===== src/design/atcl_pkg.sv =====
// ---------------------------------------------------------------------------
// atcl_pkg: shared types and constants of the AT command line tokenizer
// Holds the line and argument limits, character codes and payload structs.
// ---------------------------------------------------------------------------
`default_nettype none
package atcl_pkg;

  localparam int LINE_MAX = 32;
  localparam int MAX_ARGS = 8;
  localparam int AW       = $clog2(LINE_MAX);
  localparam int CW       = $clog2(LINE_MAX + 1);

  localparam logic [CW-1:0] LINE_MAX_C = CW'(LINE_MAX);
  localparam logic [3:0]    MAX_ARGS_C = 4'(MAX_ARGS);

  localparam logic [7:0] CH_EQUALS = 8'h3d;
  localparam logic [7:0] CH_COMMA  = 8'h2c;
  localparam logic [7:0] CH_QUOTE  = 8'h22;
  localparam logic [7:0] CH_BSLASH = 8'h5c;
  localparam logic [7:0] CH_TAB    = 8'h09;
  localparam logic [7:0] CH_SPACE  = 8'h20;
  localparam logic [7:0] CH_N      = 8'h6e;
  localparam logic [7:0] CH_T      = 8'h74;
  localparam logic [7:0] CH_LF     = 8'h0a;

  localparam logic CFG_STOP = 1'b0;
  localparam logic CFG_SEP  = 1'b1;

  typedef struct packed {
    logic [7:0] char_in;
    logic       is_end;
  } in_t;

  typedef struct packed {
    logic [3:0] token_index;
    logic [7:0] char_value;
    logic       char_valid;
    logic       end_of_token;
    logic       end_of_line;
    logic [3:0] arg_count;
    logic       line_empty;
  } out_t;

endpackage
`default_nettype wire


===== src/design/atcl_ram.sv =====
// ---------------------------------------------------------------------------
// atcl_ram: generic single write, single read RAM
// One write port and one read port with registered read data.
// ---------------------------------------------------------------------------
`default_nettype none
module atcl_ram #(
  parameter int WIDTH = 8,
  parameter int DEPTH = 32
) (
  input  wire logic                     clk,
  input  wire logic                     we,
  input  wire logic [$clog2(DEPTH)-1:0] waddr,
  input  wire logic [WIDTH-1:0]         wdata,
  input  wire logic [$clog2(DEPTH)-1:0] raddr,
  output logic      [WIDTH-1:0]         rdata
);

  logic [WIDTH-1:0] mem_r [DEPTH];

  always_ff @(posedge clk) begin
    if (we) begin
      mem_r[waddr] <= wdata;
    end
    rdata <= mem_r[raddr];
  end

endmodule
`default_nettype wire


===== src/design/at_command_line_tokenizer_top.sv =====
// ---------------------------------------------------------------------------
// at_command_line_tokenizer_top: AT command line tokenizer
// Splits a command line into a command token and buffered argument tokens,
// quoted ones unescaped, at most one tagged character per result transfer.
// ---------------------------------------------------------------------------
// A plain character's result sits in the output register the cycle after
//   its transfer.
// Flush: an argument flush walks the argument buffer through its single
//   read port; input is stalled until the flush is done.
// Reset: rst_n synchronous, active low; stop and separator registers return to '=' and ','.
// ---------------------------------------------------------------------------
`default_nettype none
module at_command_line_tokenizer_top (
  input  wire logic           clk,
  input  wire logic           rst_n,
  input  wire logic           in_valid,
  output logic                in_stall,
  input  wire atcl_pkg::in_t  in_data,
  output logic                out_valid,
  input  wire logic           out_stall,
  output atcl_pkg::out_t      out_data,
  input  wire logic           cfg_we,
  input  wire logic           cfg_index,
  input  wire logic [7:0]     cfg_wdata
);

  localparam logic [1:0] PH_SKIP = 2'd0;
  localparam logic [1:0] PH_CMD  = 2'd1;
  localparam logic [1:0] PH_ARGS = 2'd2;
  localparam logic [1:0] PH_DONE = 2'd3;

  localparam logic [3:0] S_IDLE = 4'd0;
  localparam logic [3:0] S_SUM  = 4'd1;
  localparam logic [3:0] S_F1   = 4'd2;
  localparam logic [3:0] S_F1E  = 4'd3;
  localparam logic [3:0] S_F2   = 4'd4;
  localparam logic [3:0] S_F2E  = 4'd5;
  localparam logic [3:0] S_F3   = 4'd6;
  localparam logic [3:0] S_F3E  = 4'd7;
  localparam logic [3:0] S_F4E  = 4'd8;
  localparam logic [3:0] S_RAW  = 4'd9;
  localparam logic [3:0] S_RAWE = 4'd10;
  localparam logic [3:0] S_EOT  = 4'd11;

  localparam int CW = atcl_pkg::CW;
  localparam int AW = atcl_pkg::AW;

  logic [3:0]    state_r, state_nxt;
  logic [1:0]    phase_r, phase_nxt;
  logic [CW-1:0] fill_r, fill_nxt;
  logic [CW-1:0] len_r, len_nxt;
  logic [CW-1:0] ptr_r, ptr_nxt;
  logic [CW-1:0] last_r, last_nxt;
  logic          inq_r, inq_nxt;
  logic          esc_r, esc_nxt;
  logic          eol_r, eol_nxt;
  logic [3:0]    args_r, args_nxt;
  logic [7:0]    stop_r, sep_r;
  logic          out_valid_r, out_valid_nxt;
  atcl_pkg::out_t out_data_r, out_data_nxt;

  logic          accept, can_emit, emit;
  atcl_pkg::out_t emit_data;
  logic          ram_we;
  logic [CW-1:0] raddr;
  logic [7:0]    rdata, c;
  logic [3:0]    tok;

  function automatic atcl_pkg::out_t mk(input logic [3:0] ti, input logic [7:0] cv,
                                        input logic vld, input logic eot,
                                        input logic eol, input logic [3:0] cnt,
                                        input logic emp);
    atcl_pkg::out_t o;
    o.token_index  = ti;
    o.char_value   = cv;
    o.char_valid   = vld;
    o.end_of_token = eot;
    o.end_of_line  = eol;
    o.arg_count    = cnt;
    o.line_empty   = emp;
    return o;
  endfunction

  function automatic logic trim(input logic [7:0] ch, input logic [7:0] sep);
    return (ch == sep) || (ch == atcl_pkg::CH_SPACE);
  endfunction

  assign in_stall  = (state_r != S_IDLE) || (out_valid_r && out_stall);
  assign accept    = in_valid && !in_stall;
  assign can_emit  = !out_valid_r || !out_stall;
  assign out_valid = out_valid_r;
  assign out_data  = out_data_r;
  assign c         = in_data.char_in;
  assign tok       = args_r + 4'd1;

  atcl_ram #(.WIDTH(8), .DEPTH(atcl_pkg::LINE_MAX)) u_store (
    .clk   (clk),
    .we    (ram_we),
    .waddr (fill_r[AW-1:0]),
    .wdata (c),
    .raddr (raddr[AW-1:0]),
    .rdata (rdata)
  );

  always_comb begin
    state_nxt = state_r;
    phase_nxt = phase_r;
    fill_nxt  = fill_r;
    len_nxt   = len_r;
    ptr_nxt   = ptr_r;
    last_nxt  = last_r;
    inq_nxt   = inq_r;
    esc_nxt   = esc_r;
    eol_nxt   = eol_r;
    args_nxt  = args_r;
    emit      = 1'b0;
    emit_data = mk(4'd0, 8'd0, 1'b0, 1'b0, 1'b0, 4'd0, 1'b0);
    ram_we    = 1'b0;
    raddr     = ptr_r;
    unique case (state_r)
      S_IDLE: begin
        if (accept) begin
          if (in_data.is_end) begin
            unique case (phase_r)
              PH_SKIP: begin
                emit      = 1'b1;
                emit_data = mk(4'd0, 8'd0, 1'b0, 1'b0, 1'b1, 4'd0, 1'b1);
                len_nxt   = '0;
              end
              PH_CMD: begin
                emit      = 1'b1;
                emit_data = mk(4'd0, 8'd0, 1'b0, 1'b1, 1'b0, 4'd0, 1'b0);
                state_nxt = S_SUM;
              end
              PH_ARGS: begin
                eol_nxt   = 1'b1;
                ptr_nxt   = '0;
                state_nxt = S_F1;
              end
              default: begin
                emit      = 1'b1;
                emit_data = mk(4'd0, 8'd0, 1'b0, 1'b0, 1'b1, args_r, 1'b0);
                phase_nxt = PH_SKIP;
                len_nxt   = '0;
                args_nxt  = '0;
                fill_nxt  = '0;
                inq_nxt   = 1'b0;
                esc_nxt   = 1'b0;
              end
            endcase
          end else if (len_r >= atcl_pkg::LINE_MAX_C) begin
            // drop characters past the line limit
          end else if (c == 8'd0) begin
            len_nxt = atcl_pkg::LINE_MAX_C;
          end else begin
            len_nxt = len_r + 1'b1;
            if (phase_r == PH_SKIP || phase_r == PH_CMD) begin
              if (phase_r == PH_SKIP &&
                  (c == atcl_pkg::CH_SPACE || c == atcl_pkg::CH_TAB)) begin
                // skip leading blank
              end else if (c == stop_r) begin
                phase_nxt = PH_ARGS;
                fill_nxt  = '0;
                inq_nxt   = 1'b0;
                esc_nxt   = 1'b0;
                emit      = 1'b1;
                emit_data = mk(4'd0, 8'd0, 1'b0, 1'b1, 1'b0, 4'd0, 1'b0);
              end else begin
                phase_nxt = PH_CMD;
                emit      = 1'b1;
                emit_data = mk(4'd0, c, 1'b1, 1'b0, 1'b0, 4'd0, 1'b0);
              end
            end else if (phase_r == PH_ARGS) begin
              if (sep_r == atcl_pkg::CH_SPACE && fill_r == '0 &&
                  (c == atcl_pkg::CH_SPACE || c == atcl_pkg::CH_TAB)) begin
                // skip blank run at argument start when the separator is a space
              end else if (c == sep_r && !inq_r) begin
                eol_nxt   = 1'b0;
                ptr_nxt   = '0;
                state_nxt = S_F1;
              end else begin
                if (c == atcl_pkg::CH_QUOTE && !esc_r) begin
                  inq_nxt = !inq_r;
                end
                esc_nxt = (c == atcl_pkg::CH_BSLASH);
                if (fill_r < atcl_pkg::LINE_MAX_C) begin
                  ram_we   = 1'b1;
                  fill_nxt = fill_r + 1'b1;
                end
              end
            end
          end
        end
      end
      S_F1: begin
        if (ptr_r < fill_r) begin
          state_nxt = S_F1E;
        end else begin
          ptr_nxt   = '0;
          state_nxt = S_RAW;
        end
      end
      S_F1E: begin
        if (trim(rdata, sep_r)) begin
          ptr_nxt   = ptr_r + 1'b1;
          state_nxt = S_F1;
        end else if (rdata == atcl_pkg::CH_QUOTE) begin
          last_nxt  = fill_r - 1'b1;
          state_nxt = S_F2;
        end else begin
          ptr_nxt   = '0;
          state_nxt = S_RAW;
        end
      end
      S_F2: begin
        raddr = last_r;
        state_nxt = (last_r > ptr_r) ? S_F2E : S_EOT;
      end
      S_F2E: begin
        raddr = last_r;
        if (trim(rdata, sep_r)) begin
          last_nxt  = last_r - 1'b1;
          state_nxt = S_F2;
        end else if (rdata == atcl_pkg::CH_QUOTE) begin
          ptr_nxt   = ptr_r + 1'b1;
          state_nxt = S_F3;
        end else begin
          state_nxt = S_EOT;
        end
      end
      S_F3: begin
        state_nxt = (ptr_r < last_r) ? S_F3E : S_EOT;
      end
      S_F3E: begin
        if (rdata == atcl_pkg::CH_BSLASH) begin
          raddr     = ptr_r + 1'b1;
          state_nxt = S_F4E;
        end else if (can_emit) begin
          emit      = 1'b1;
          emit_data = mk(tok, rdata, 1'b1, 1'b0, 1'b0, 4'd0, 1'b0);
          ptr_nxt   = ptr_r + 1'b1;
          state_nxt = S_F3;
        end
      end
      S_F4E: begin
        raddr = ptr_r + 1'b1;
        if (can_emit) begin
          if (rdata == atcl_pkg::CH_QUOTE || rdata == atcl_pkg::CH_BSLASH) begin
            emit      = 1'b1;
            emit_data = mk(tok, rdata, 1'b1, 1'b0, 1'b0, 4'd0, 1'b0);
          end else if (rdata == atcl_pkg::CH_N) begin
            emit      = 1'b1;
            emit_data = mk(tok, atcl_pkg::CH_LF, 1'b1, 1'b0, 1'b0, 4'd0, 1'b0);
          end else if (rdata == atcl_pkg::CH_T) begin
            emit      = 1'b1;
            emit_data = mk(tok, atcl_pkg::CH_TAB, 1'b1, 1'b0, 1'b0, 4'd0, 1'b0);
          end
          ptr_nxt   = ptr_r + CW'(2);
          state_nxt = S_F3;
        end
      end
      S_RAW: begin
        state_nxt = (ptr_r < fill_r) ? S_RAWE : S_EOT;
      end
      S_RAWE: begin
        if (can_emit) begin
          emit      = 1'b1;
          emit_data = mk(tok, rdata, 1'b1, 1'b0, 1'b0, 4'd0, 1'b0);
          ptr_nxt   = ptr_r + 1'b1;
          state_nxt = S_RAW;
        end
      end
      S_EOT: begin
        if (can_emit) begin
          emit      = 1'b1;
          emit_data = mk(tok, 8'd0, 1'b0, 1'b1, 1'b0, 4'd0, 1'b0);
          args_nxt  = tok;
          fill_nxt  = '0;
          inq_nxt   = 1'b0;
          esc_nxt   = 1'b0;
          ptr_nxt   = '0;
          if (eol_r) begin
            state_nxt = S_SUM;
          end else begin
            if (tok >= atcl_pkg::MAX_ARGS_C) begin
              phase_nxt = PH_DONE;
            end
            state_nxt = S_IDLE;
          end
        end
      end
      S_SUM: begin
        if (can_emit) begin
          emit      = 1'b1;
          emit_data = mk(4'd0, 8'd0, 1'b0, 1'b0, 1'b1, args_r, 1'b0);
          phase_nxt = PH_SKIP;
          len_nxt   = '0;
          args_nxt  = '0;
          fill_nxt  = '0;
          inq_nxt   = 1'b0;
          esc_nxt   = 1'b0;
          eol_nxt   = 1'b0;
          state_nxt = S_IDLE;
        end
      end
      default: begin
        state_nxt = S_IDLE;
      end
    endcase
    if (emit) begin
      out_valid_nxt = 1'b1;
      out_data_nxt  = emit_data;
    end else begin
      out_valid_nxt = out_valid_r && out_stall;
      out_data_nxt  = out_data_r;
    end
  end

  always_ff @(posedge clk) begin
    if (!rst_n) begin
      state_r     <= S_IDLE;
      phase_r     <= PH_SKIP;
      fill_r      <= '0;
      len_r       <= '0;
      ptr_r       <= '0;
      last_r      <= '0;
      inq_r       <= 1'b0;
      esc_r       <= 1'b0;
      eol_r       <= 1'b0;
      args_r      <= '0;
      out_valid_r <= 1'b0;
      stop_r      <= atcl_pkg::CH_EQUALS;
      sep_r       <= atcl_pkg::CH_COMMA;
    end else begin
      state_r     <= state_nxt;
      phase_r     <= phase_nxt;
      fill_r      <= fill_nxt;
      len_r       <= len_nxt;
      ptr_r       <= ptr_nxt;
      last_r      <= last_nxt;
      inq_r       <= inq_nxt;
      esc_r       <= esc_nxt;
      eol_r       <= eol_nxt;
      args_r      <= args_nxt;
      out_valid_r <= out_valid_nxt;
      if (cfg_we) begin
        unique case (cfg_index)
          atcl_pkg::CFG_STOP: stop_r <= cfg_wdata;
          atcl_pkg::CFG_SEP:  sep_r  <= cfg_wdata;
          default: ;
        endcase
      end
    end
  end

  always_ff @(posedge clk) begin
    out_data_r <= out_data_nxt;
  end

  a_fill_cap: assert property (@(posedge clk) disable iff (!rst_n)
    fill_r <= atcl_pkg::LINE_MAX_C)
    else $error("argument buffer fill beyond line limit");

  a_ptr_in_buf: assert property (@(posedge clk) disable iff (!rst_n)
    (state_r != S_IDLE && state_r != S_SUM) |-> ptr_r <= fill_r)
    else $error("flush pointer beyond buffer fill");

  a_tok_range: assert property (@(posedge clk) disable iff (!rst_n)
    out_valid_r |-> out_data_r.token_index <= atcl_pkg::MAX_ARGS_C)
    else $error("token index beyond argument limit");

  a_sum_clears: assert property (@(posedge clk) disable iff (!rst_n)
    (out_valid_r && out_data_r.end_of_line) |-> (phase_r == PH_SKIP && args_r == '0))
    else $error("line state not cleared after summary");

  a_busy_stall: assert property (@(posedge clk) disable iff (!rst_n)
    (state_r != S_IDLE) |-> in_stall)
    else $error("input taken during flush");

endmodule
`default_nettype wire


===== config.mk =====
export PLATFORM = sky130hd
export DESIGN_NAME = at_command_line_tokenizer_top
export DESIGN_NICKNAME = d
export VERILOG_FILES = /design/src/design/atcl_pkg.sv /design/src/design/atcl_ram.sv /design/src/design/at_command_line_tokenizer_top.sv
export SDC_FILE = /design/constraint.sdc
export NUM_CORES = 1
export LEC_CHECK = 0
export ABC_AREA = 1
export BUFFER_PORTS_ARGS = -buffer_cell sky130_fd_sc_hd__buf_4
export CORE_UTILIZATION = 40
export CTS_CLUSTER_DIAMETER = 150
export DETAILED_ROUTE_END_ITERATION = 8
export GPL_TIMING_DRIVEN = 0
export HOLD_SLACK_MARGIN = 0.15
export SLEW_MARGIN = 0
export SYNTH_ARGS = -nofsm -noshare
export SYNTH_HDL_FRONTEND = slang
export SYNTH_SLANG_ARGS = --single-unit

===== constraint.sdc =====
create_clock -name clk -period 5.8 [get_ports clk]
set_clock_uncertainty 0.2 [all_clocks]
set_input_delay 0.58 -clock clk [delete_from_list [all_inputs] [get_ports clk]]
set_output_delay 0.58 -clock clk [all_outputs]
set_load 0.01 [all_outputs]

Word-level counts from Yosys, hierarchy flattened:

Memories as Yosys holds them, arrays and structs flattened. A register that Yosys moved wholly into a read port is not among the register bits.
Index checks and enable logic that the tools add are counted.

* equality and inequality tests: 63
* bitwise logic cells: 1
* reductions and logical operators: 45
* add/subtract/negate cells: 7
* magnitude comparators: 6
* multiplexer cells: 163

Operators with widths (count)
* $mux W6: 39
* $mux W20: 9
* $pmux W20 S6: 1
* $mux W4: 24
* $mux W16: 5
* $mux W1: 58
* $pmux W4 S12: 1
* $pmux W6 S8: 1
* $eq A8 B6 Y1 const B: 5
* $ne A3 B3 Y1 const B: 12
* $pmux W6 S2: 3
* $ne A2 B2 Y1 const B: 17
* $reduce_and A11 Y1: 3
* $eq A8 B7 Y1 const B: 4
* $ne A4 B4 Y1 const B: 7
* $eq A8 B8 Y1: 3
* $mux W2: 12
* $reduce_and A12 Y1: 2
* $pmux W7 S3: 1
* $add A6 B1 Y6 const B: 3
* $eq A4 B3 Y1 const B: 4
* $eq A4 B4 Y1 const B: 4
* $pmux W5 S3: 1
* $reduce_and A15 Y1: 1
* other kinds (39): 65

* memory bits (writable): 256
* bits in registers: 74
* memories kept: 1
* word-level logic and storage cells: 306
* output and inout port bits: 22

Memories
* u_store.mem_r: depth 32, bits a word 8, read ports 1, clocked after memory_dff 1, wr ports 1, line atcl_ram.sv:18 `logic [WIDTH-1:0] mem_r [DEPTH];`

Longest topological paths before layout:

Gate-level depths: netlist of the first run.

* word-level depth: 13
* mapped depth: 18
* depth with buffers taken out: 16

Cells and area by module:

Synthesis of the first run repeated with hierarchy kept, for this count alone.

* cells, all modules: 1746
* area total of the unflattened synthesis: 16298.1 um^2

By module, submodules not included
* atcl_ram: cells each 922, sequential area each 7847.5 um^2, area an instance 10786.6 um^2, instances 1
* at_command_line_tokenizer_top: cells each 824, sequential area each 1681.6 um^2, area an instance 5511.5 um^2, instances 1

Least setup slack after synthesis of the first run:

Ideal clock, no wire load.

* kind: register to register
* start point: reg state_r[2]
* end point: reg out_data_r, in the netlist out_data[0], enable pin
* cell stages (with the launch flop): 9
* library setup time: 0.405 ns
* setup slack: 2.976 ns
* arrival time: 2.219 ns
* clock period less this slack: 2.824 ns
* cell sequence: dfxtp_1 -> inv_1 -> ha_1 -> nand3_1 -> nand2_1 -> inv_1 -> nand2_1 -> inv_1 -> o211ai_1

* word-level cells in the longest chain between the ends: 6
* elaborated cells on any way between the ends: 13
* classes of those cells: eq/ne: 5; mux: 2; reduce/logical: 6

Ends and longest elaborated chain
* start, declared: line at_command_line_tokenizer_top.sv:48 `logic [3:0] state_r, state_nxt;`
* start signal, assigned: line at_command_line_tokenizer_top.sv:335 `state_r <= state_nxt;`
* $reduce_bool A4 Y1: line at_command_line_tokenizer_top.sv:88 `assign in_stall = (state_r != S_IDLE) || (out_valid_r && out_stall);`
* $logic_or A1 B1 Y1: line at_command_line_tokenizer_top.sv:88
* $logic_not A1 Y1: line at_command_line_tokenizer_top.sv:89 `assign accept = in_valid && !in_stall;`
* $logic_and A1 B1 Y1: line at_command_line_tokenizer_top.sv:89
* $mux W1: line at_command_line_tokenizer_top.sv:122 `if (accept) begin`
* $pmux W1 S4 (*): line at_command_line_tokenizer_top.sv:120 `unique case (state_r)`
* named net emit: line at_command_line_tokenizer_top.sv:62 `logic accept, can_emit, emit;`
* end signal, assigned: line at_command_line_tokenizer_top.sv:357 `out_data_r <= out_data_nxt;`
* end, declared: line at_command_line_tokenizer_top.sv:60 `atcl_pkg::out_t out_data_r, out_data_nxt;`

Mark *: on every way through the listed nets, which the timed path passes. The rest lies on a longest branch.
A chain may end at the register's enable or synchronous reset.

Final worst setup path of the first run:

* start point: reg phase_r[1]
* end point: mem u_store.mem_r[7][2], enable pin

* word-level cells in the longest chain between the ends: 10
* elaborated cells on any way between the ends: 13
* classes of those cells: eq/ne: 2; mux: 9; reduce/logical: 2

Ends and longest elaborated chain
* start, declared: line at_command_line_tokenizer_top.sv:49 `logic [1:0] phase_r, phase_nxt;`
* start signal, assigned: line at_command_line_tokenizer_top.sv:336 `phase_r <= phase_nxt;`
* $eq A2 B2 Y1, or another cell as far along: line at_command_line_tokenizer_top.sv:173 `end else if (phase_r == PH_ARGS) begin`
* $mux W1 / $logic_or A1 B1 Y1 (equally long branches): line at_command_line_tokenizer_top.sv:173, at_command_line_tokenizer_top.sv:157
* $mux W1 (*): line at_command_line_tokenizer_top.sv:157 `if (phase_r == PH_SKIP || phase_r == PH_CMD) begin`
* $mux W1 (*): line at_command_line_tokenizer_top.sv:153 `end else if (c == 8'd0) begin`
* $mux W1 (*): line at_command_line_tokenizer_top.sv:151 `end else if (len_r >= atcl_pkg::LINE_MAX_C) begin`
* $mux W1 (*): line at_command_line_tokenizer_top.sv:123 `if (in_data.is_end) begin`
* $mux W1 (*): line at_command_line_tokenizer_top.sv:122
* $mux W1 (*): line at_command_line_tokenizer_top.sv:120
* $mux W1 (*): line atcl_ram.sv:21 `if (we) begin`
* $mux W1 (implied by the code) (*): line atcl_ram.sv:22 `mem_r[waddr] <= wdata;`
* end, declared: line atcl_ram.sv:18

Mark *: on every way between the ends. The rest lies on a longest branch, timed or not.

==> run_results.csv, run 1 <==
group,metric,value,unit
status,status,"finished, final reports clean",
setup_path,startpoint_type,"register",
detailed_routing,drt_iter0_markers,1405,
min_path,hold_class,"input pin to register",
setup_path,crit_chain,"inv_1 -> ha_1 -> nor2_1 -> inv_1 -> nor2_1 -> nand4_1 -> nor2_1 -> nand3_1 -> nor2_1",
setup_path,critical_path_peak_fanout,8,
sta,fmaxAchievable,246,MHz
floorplan,rows,75,
logic_synthesis,synth_fp_nets,1994,
floorplan,dieWidth,209,um
sta,final-setup-viol-count,0,
layout,areaGrowthSynthToFinish,13.4,%
logic_synthesis,synth_edf_count,276,
logic_synthesis,ys.flop_type,"edfxtp_1",
clock_tree,cts_sinks,338,
setup_path,crit_required,5.78,ns
setup_path,r2r_slack,1.74,ns
run,max_cap_viol_count,0,
logic_synthesis,synth_xor_area_share,1.22,%
global_route,grt_pass1_wl,77000,um
setup_path,crit_slowest_cell,"nor2_1",
min_path,worstHoldStart,"cfg_index",
logic_synthesis,synth_area_leader_cell,"edfxtp_1",
detailed_routing,drc,0,
global_route,antenna_found_initial,0,
floorplan,die_area,43800,um^2
floorplan,ioPinCount,45,
layout,layout.nets,2087,
setup_path,path_buf_inv,2,
clock_tree,clk_path_buf_depth,3,
setup_path,endpoint_kind,"register",
layout,design_area,19500,um^2
detailed_routing,wire_per_inst,19.4,um
global_route,grt_pass1_vias,13000,
pwr,power,5.46,mW
logic_synthesis,synth_top_family_by_area,"simple AND/OR/NAND/NOR gates",
logic_synthesis,syn-cell-area,17200,um^2
clock_tree,postCtsSetupRepairBufs,0,
pwr,power_density,280,nW/um^2
clock_tree,cts_buffers,37,
setup_path,crit_family,"simple AND/OR/NAND/NOR gates",
place,gp_congestion,0.922,
detailed_routing,via_per_inst,5.36,
layout,diodes,0,
place,io_buffers,43,
logic_synthesis,syn_avg_cell_area,8.85,um^2
logic_synthesis,syn_inst,1942,
detailed_routing,drt-total-wl,50500,um
setup_path,cp_slowest_stage_delay,0.90,ns
sta,tightest_slew,0.861,ns
global_route,grt_max_degree,38,
logic_synthesis,synthMuxAreaShare,0,%
sta,layout_worst_path_cycle_share,70.0,%
place,hpwl,35000,um
layout,drive_gt1_share,9.55,%
setup_path,ff2ff_path_depth,9,
clock_tree,clk_latency,0.56,ns
logic_synthesis,seq_area_frac_synth,55.4,%
floorplan,core,42100,um^2
clock_tree,cts.htree.levels,2,
detailed_routing,vias,14000,
setup_path,worst_path_most_repeated_cell,"nor2_1",
floorplan,die_y,209,um
logic_synthesis,async_flop_share,0,%
clock_tree,cts_tree,"built",
global_route,overflow,0,
detailed_routing,first_pass_iters,6,
clock_tree,root_buffer,"clkbuf_16",
logic_synthesis,ys_types,48,
pwr,p_leak,8.40,nW
pwr,vdd_ir_drop_max,0.185,mV
logic_synthesis,synth.yosys.warnings,0,
setup_path,crit_type,"register to register",
sta,drv_slew,0,
setup_path,worst_ep_arrival_time,4.04,ns
layout,instances_no_fill,2602,
sta,final-hold-violation-count,0,
place,dp.cells,2526,
detailed_routing,antenna_left,0,
setup_path,rr_startpoint,"phase_r[1]",
sta,period_needed,4.06,ns
min_path,min_delay_path_depth,4,
sta,fin_tns_setup,0,ns
logic_synthesis,synth_compound_area_share,4.78,%
clock_tree,path_clk_slew,0.06,ns
logic_synthesis,synthAdderAreaFrac,2.11,%
sta,relSlewSlack,42.2,%
floorplan,initial_core_util,40.8,%
logic_synthesis,synth.area.top_cells,"edfxtp_1 48%, nand3_1 8.2%, inv_1 8.0%",
sta,timing.hold.ws,0.224,ns
logic_synthesis,ys_ff_latch,338,
setup_path,critPathLaunch,"phase_r[1]",
global_route,grt_util_all_layers,23.2,%
sta,rsz0062_at_grt,"false",
place,place_area,18200,um^2
setup_path,path_depth,9,
logic_synthesis,yosys.area_share.simple,25.6,%
logic_synthesis,synth_top_area_share,48.2,%
## sequential cells by signal (all words and copies together), names as in the netlist, 4 cells and up
name,cells
args_r,4
ptr_r,6
sep_r,8
stop_r,8
state_r,4
len_r,6
u_store.mem_r,256
fill_r,6
last_r,6
u_store.rdata,8
out_data,20
## metal layers
| layer | vias to the layer above | share of wire (%) | wire [um] | global-route usage (%) |
|---|---|---|---|---|
| li1 | 6714 | - | - | - |
| met1 | 6680 | 44 | 22500 | 32.2 |
| met2 | 481 | 47 | 23700 | 38.1 |
| met3 | 83 | 6.6 | 3330 | 3.53 |
| met4 | 0 | 2.0 | 1010 | 5.98 |
| met5 | - | 0 | 0 | 0 |
## synthesized netlist by cell type (all sizes together), types with 2 or more instances
master  number
inv        379
nand2      351
nand3      287
edfxtp     276
nand4      144
nor2       123
buf         72
dfxtp       62
a21oi       48
o21ai       41
ha          29
clkbuf      19
xor2        17
nor3        16
a211oi      12
o22ai       12
nand3b       7
xnor2        7
nor4         6
or2          5
o211ai       4
o31ai        4
a22oi        3
a21boi       2
a221oi       2
clkinv       2
o21a         2
o221ai       2
## worst reg2reg max path, delay by kind of cell (launching register included)
| family | cells | cell delay (ns) |
|---|---|---|
| flops | 1 | 0.41 |
| buf+inv | 2 | 0.27 |
| simple gates | 6 | 2.55 |
| fa+ha+maj | 1 | 0.25 |
## per-stage QoR
stage          util, %  worst slack (ns)
6_report          46.3              1.74
5_1_grt           46.3              1.60
4_1_cts           46.3              1.82
3_5_place_dp      43.2              1.46
3_3_place_gp      43.2              1.54
2_1_floorplan        -              2.98
## cell usage in the layout (no fill, tap or decap), types with 40 or more instances in the layout
cell / n
dfxtp_1: 62
nor2_1: 122
nand4_1: 144
nand3_1: 281
edfxtp_1: 276
nand2_1: 344
clkbuf_16: 40
buf_2: 62
inv_1: 368
a21oi_1: 47
buf_4: 48
## cells by family (layout without fill, tap and decap cells)
kind of cell / after synthesis / after routing
AOI/OAI and AO/OA: 138 / 138
xor gates and xnor gates: 24 / 24
adders and majority gates: 29 / 29
buffers and inverters: 472 / 593
DFF: 338 / 338
and+or+nand+nor: 941 / 941
## final timing paths
| check | endpoint |
|---|---|
| worst max-delay path | u_store.mem_r[7][2] |
| worst min-delay path | stop_r[4] |
| worst max register to register | u_store.mem_r[7][2] |
| worst min register to register | inq_r |
## layout make-up
class	count	area (um^2)
fillers	4041	22600
inverters	381	1430
well taps	539	674
clock buffers	50	1040
plain buffers	91	438
multi-input cells	1132	5790
repair buffers	54	428
flip-flops and latches	338	9530
clock inverters	17	155
## repair_timing
action                                  4_1_cts  5_1_grt
hold buffers                                  9        0
endpoints found under the hold margin        16        0
resized for setup                             0        0
endpoints found under the setup margin        0        0
## power by group
group          switching, mW  leakage [nW]  total, mW  internal, mW
sequential            0.0294          3.00       2.69          2.66
combinational          0.293          4.81      0.427         0.134
clock                  0.988         0.589       2.34          1.36
Note: power is estimated with default switching activity, not from simulation.
==> run 2: changes to the inputs <==
Settings changed: ABC_AREA 1 to 0.
Clock period 5.8 ns to 3.9 ns, I/O delays scaled along.
==> run_results.csv, run 2 <==
group,metric,value,unit
setup_path,ff2ff_path_depth,10,
setup_path,crit_chain,"dlygate4sd3_1 -> buf_4 -> clkbuf_1 -> nor3b_1 -> o211ai_1 -> o211ai_1 -> nor2_1 -> nand2_1 -> nor2_1",
pwr,power_switching,1.65,mW
pwr,comb_power_share,4.4,%
pwr,power,7.77,mW
setup_path,worst_ep_arrival_time,3.94,ns
place,io_buffers,44,
logic_synthesis,syn-cell-area,15700,um^2
floorplan,initial_core_util,40.6,%
setup_path,setup.worst_path.end,"u_store.mem_r[1][4]",
logic_synthesis,syn_avg_cell_area,13.4,um^2
detailed_routing,vias,10200,
run,max_cap_viol_count,0,
status,status,"finished with violations",
sta,drv_slew,0,
layout,drive_gt1_share,17.3,%
setup_path,critPathLaunch,"in_data[1]",
sta,layout_worst_path_cycle_share,102,%
clock_tree,cts_buffers,35,
detailed_routing,via_per_inst,5.60,
pwr,power_density,427,nW/um^2
global_route,overflow,0,
global_route,grt_pass1_wl,61200,um
floorplan,die_area,40000,um^2
sta,fin_tns_setup,-2.05,ns
global_route,grt_util_all_layers,20.8,%
detailed_routing,route.met2.wl,19200,um
sta,tightest_slew,1.28,ns
setup_path,critical_path_peak_fanout,33,
layout,layout.nets,1328,
setup_path,endpoint_kind,"register",
detailed_routing,drc,0,
logic_synthesis,ys.flop_type,"edfxtp_1",
logic_synthesis,synth.yosys.warnings,0,
clock_tree,clk_path_buf_depth,3,
global_route,antenna_found_initial,0,
detailed_routing,first_pass_iters,5,
layout,final_cell_mix,"276 x edfxtp_1, 108 x nand2_1, 76 x nor2_1",
floorplan,ioPinCount,45,
min_path,hold_class,"input pin to register",
layout,diodes,0,
clock_tree,clk_latency,0.54,ns
floorplan,core,38600,um^2
sta,rsz0062_at_grt,"true",
logic_synthesis,synth_top_area_share,52.9,%
floorplan,dieWidth,200,um
pwr,p_int,6.12,mW
setup_path,crit_type,"input pin to register",
clock_tree,cts_tree,"built",
global_route,grt_pass1_vias,9887,
pwr,p_seq_share,50.9,%
detailed_routing,wl_met1,18300,um
sta,final-setup-viol-count,79,
detailed_routing,drt_iter0_markers,791,
sta,final-hold-violation-count,0,
clock_tree,path_clk_slew,0.06,ns
logic_synthesis,synth_area_leader_cell,"edfxtp_1",
detailed_routing,wire_per_inst,22.4,um
clock_tree,root_buffer,"clkbuf_16",
place,gp_congestion,0.909,
setup_path,r2r_slack,-0.08,ns
setup_path,crit_required,3.85,ns
setup_path,crit_slowest_cell,"nor2_1",
clock_tree,cts.htree.levels,2,
logic_synthesis,synth_edf_count,276,
global_route,grt_max_degree,40,
setup_path,cp_slowest_stage_delay,0.77,ns
status,violations,"negative setup slack",
logic_synthesis,synth.area.top_cells,"edfxtp_1 53%, dfxtp_1 7.9%, mux2i_1 4.4%",
logic_synthesis,seq_area_frac_synth,60.8,%
logic_synthesis,ys_types,93,
detailed_routing,antenna_left,0,
sta,relSlewSlack,13.8,%
pwr,swShare,21.2,%
logic_synthesis,synth_most_common_cell,"edfxtp_1",
pwr,vdd_ir_drop_max,0.261,mV
logic_synthesis,async_flop_share,0,%
logic_synthesis,syn_inst,1172,
setup_path,rr_startpoint,"state_r[3]",
layout,largest_reg_flops,256,
setup_path,timing.rr.end,"u_store.mem_r[1][4]",
floorplan,die_y,200,um
layout,areaGrowthSynthToFinish,16.2,%
pwr,p_leak,6.27,nW
setup_path,startpoint_type,"input pin",
layout,final_common_cell,"edfxtp_1",
layout,top_register,"u_store.mem_r",
detailed_routing,drt-total-wl,40700,um
pwr,pwr-share-clk,44.7,%
logic_synthesis,ys_top_cells_by_count,"276 x edfxtp_1, 108 x nand2_1, 96 x nor2_1, 69 x mux2i_1, 62 x dfxtp_1",
logic_synthesis,ys_ff_latch,338,
logic_synthesis,synth_fp_nets,1224,
sta,layout_setup_ws,-0.0904,ns
sta,period_needed,3.99,ns
place,hpwl,27800,um
sta,fmaxAchievable,251,MHz
detailed_routing,dr_wl_met3,2390,um
detailed_routing,top_layer,"met4",
clock_tree,cts_sinks,338,
floorplan,rows,72,
run 2: area by class of cell:
type	instances	area (um^2)
inverters	28	105
fillers	3402	20400
clock inverters	17	254
plain buffers	50	349
clock buffers	46	947
flip-flops and latches	338	9530
multi-input cells	756	5790
well taps	518	648
repair buffers	67	583
run 2: what timing repair did:
action                     in CTS  in global routing
pin swaps                       0                  1
hold endpoints to repair      213                  0
gates resized for setup         1                 29
setup buffers                   3                  2
setup endpoints to repair      14                290
hold buffers                   18                  0
run 2: worst min path at each step:
stage	startpoint	to	slack [ns]	cells past startpoint
after detailed placement	stop_r[2]	stop_r[2]	0.28	2
after CTS	in_data[5]	u_store.mem_r[14][4]	0.16	1
after floorplan	stop_r[7]	stop_r[7]	0.26	2
after global placement	stop_r[7]	stop_r[7]	0.27	2
final	cfg_we	sep_r[7]	0.17	4
after global routing	in_data[5]	u_store.mem_r[14][4]	0.16	1
run 2: per-layer routing:
| metal | global-route usage, % | vias to the layer above |
|---|---|---|
| met3 | 4.02 | 64 |
| met5 | 0 | - |
| met4 | 5.63 | 0 |
| met2 | 33.4 | 323 |
| met1 | 28.8 | 5111 |
| li1 | - | 4702 |
run 2: worst max-delay path, delay by kind of cell:
family	cells	cell delay, ns
compound gates	2	0.41
buf+inv	3	1.41
simple gates	4	1.69
run 2: per-stage QoR:
step | area [um^2] | setup slack, ns | instances | utilization [%] | hold WS, ns
2_1_floorplan | 15700 | 0.907 | 1172 | - | 0.255
3_3_place_gp | 16700 | -0.103 | 1734 | 43.1 | 0.266
3_5_place_dp | 16700 | -0.118 | 1734 | 43.1 | 0.281
4_1_cts | 18100 | -0.00986 | 1818 | 46.8 | 0.160
5_1_grt | 18200 | -0.301 | 1820 | 47.1 | 0.164
6_report | 18200 | -0.0904 | 1820 | 47.1 | 0.169
run 2: cells by family after synthesis:
| family | count (synthesis) | share of synthesized area (%) |
|---|---|---|
| compound gates | 217 | 10.1 |
| flops | 338 | 60.8 |
| buf+inv | 78 | 2.88 |
| simple gates | 361 | 11.7 |
| xor+xnor | 32 | 1.79 |
| fa+ha+maj | 29 | 2.31 |
| mux | 117 | 10.4 |
run 2: power groups by stage:
stage | Combinational, mW | Sequential, mW | Clock (mW)
after floorplan | 0.149 | 4.04 | 0
after global placement | 0.315 | 4.03 | 0
after detailed placement | 0.320 | 4.04 | 0
after CTS | 0.340 | 3.96 | 3.55
after global routing | 0.369 | 3.96 | 3.67
final | 0.339 | 3.96 | 3.47
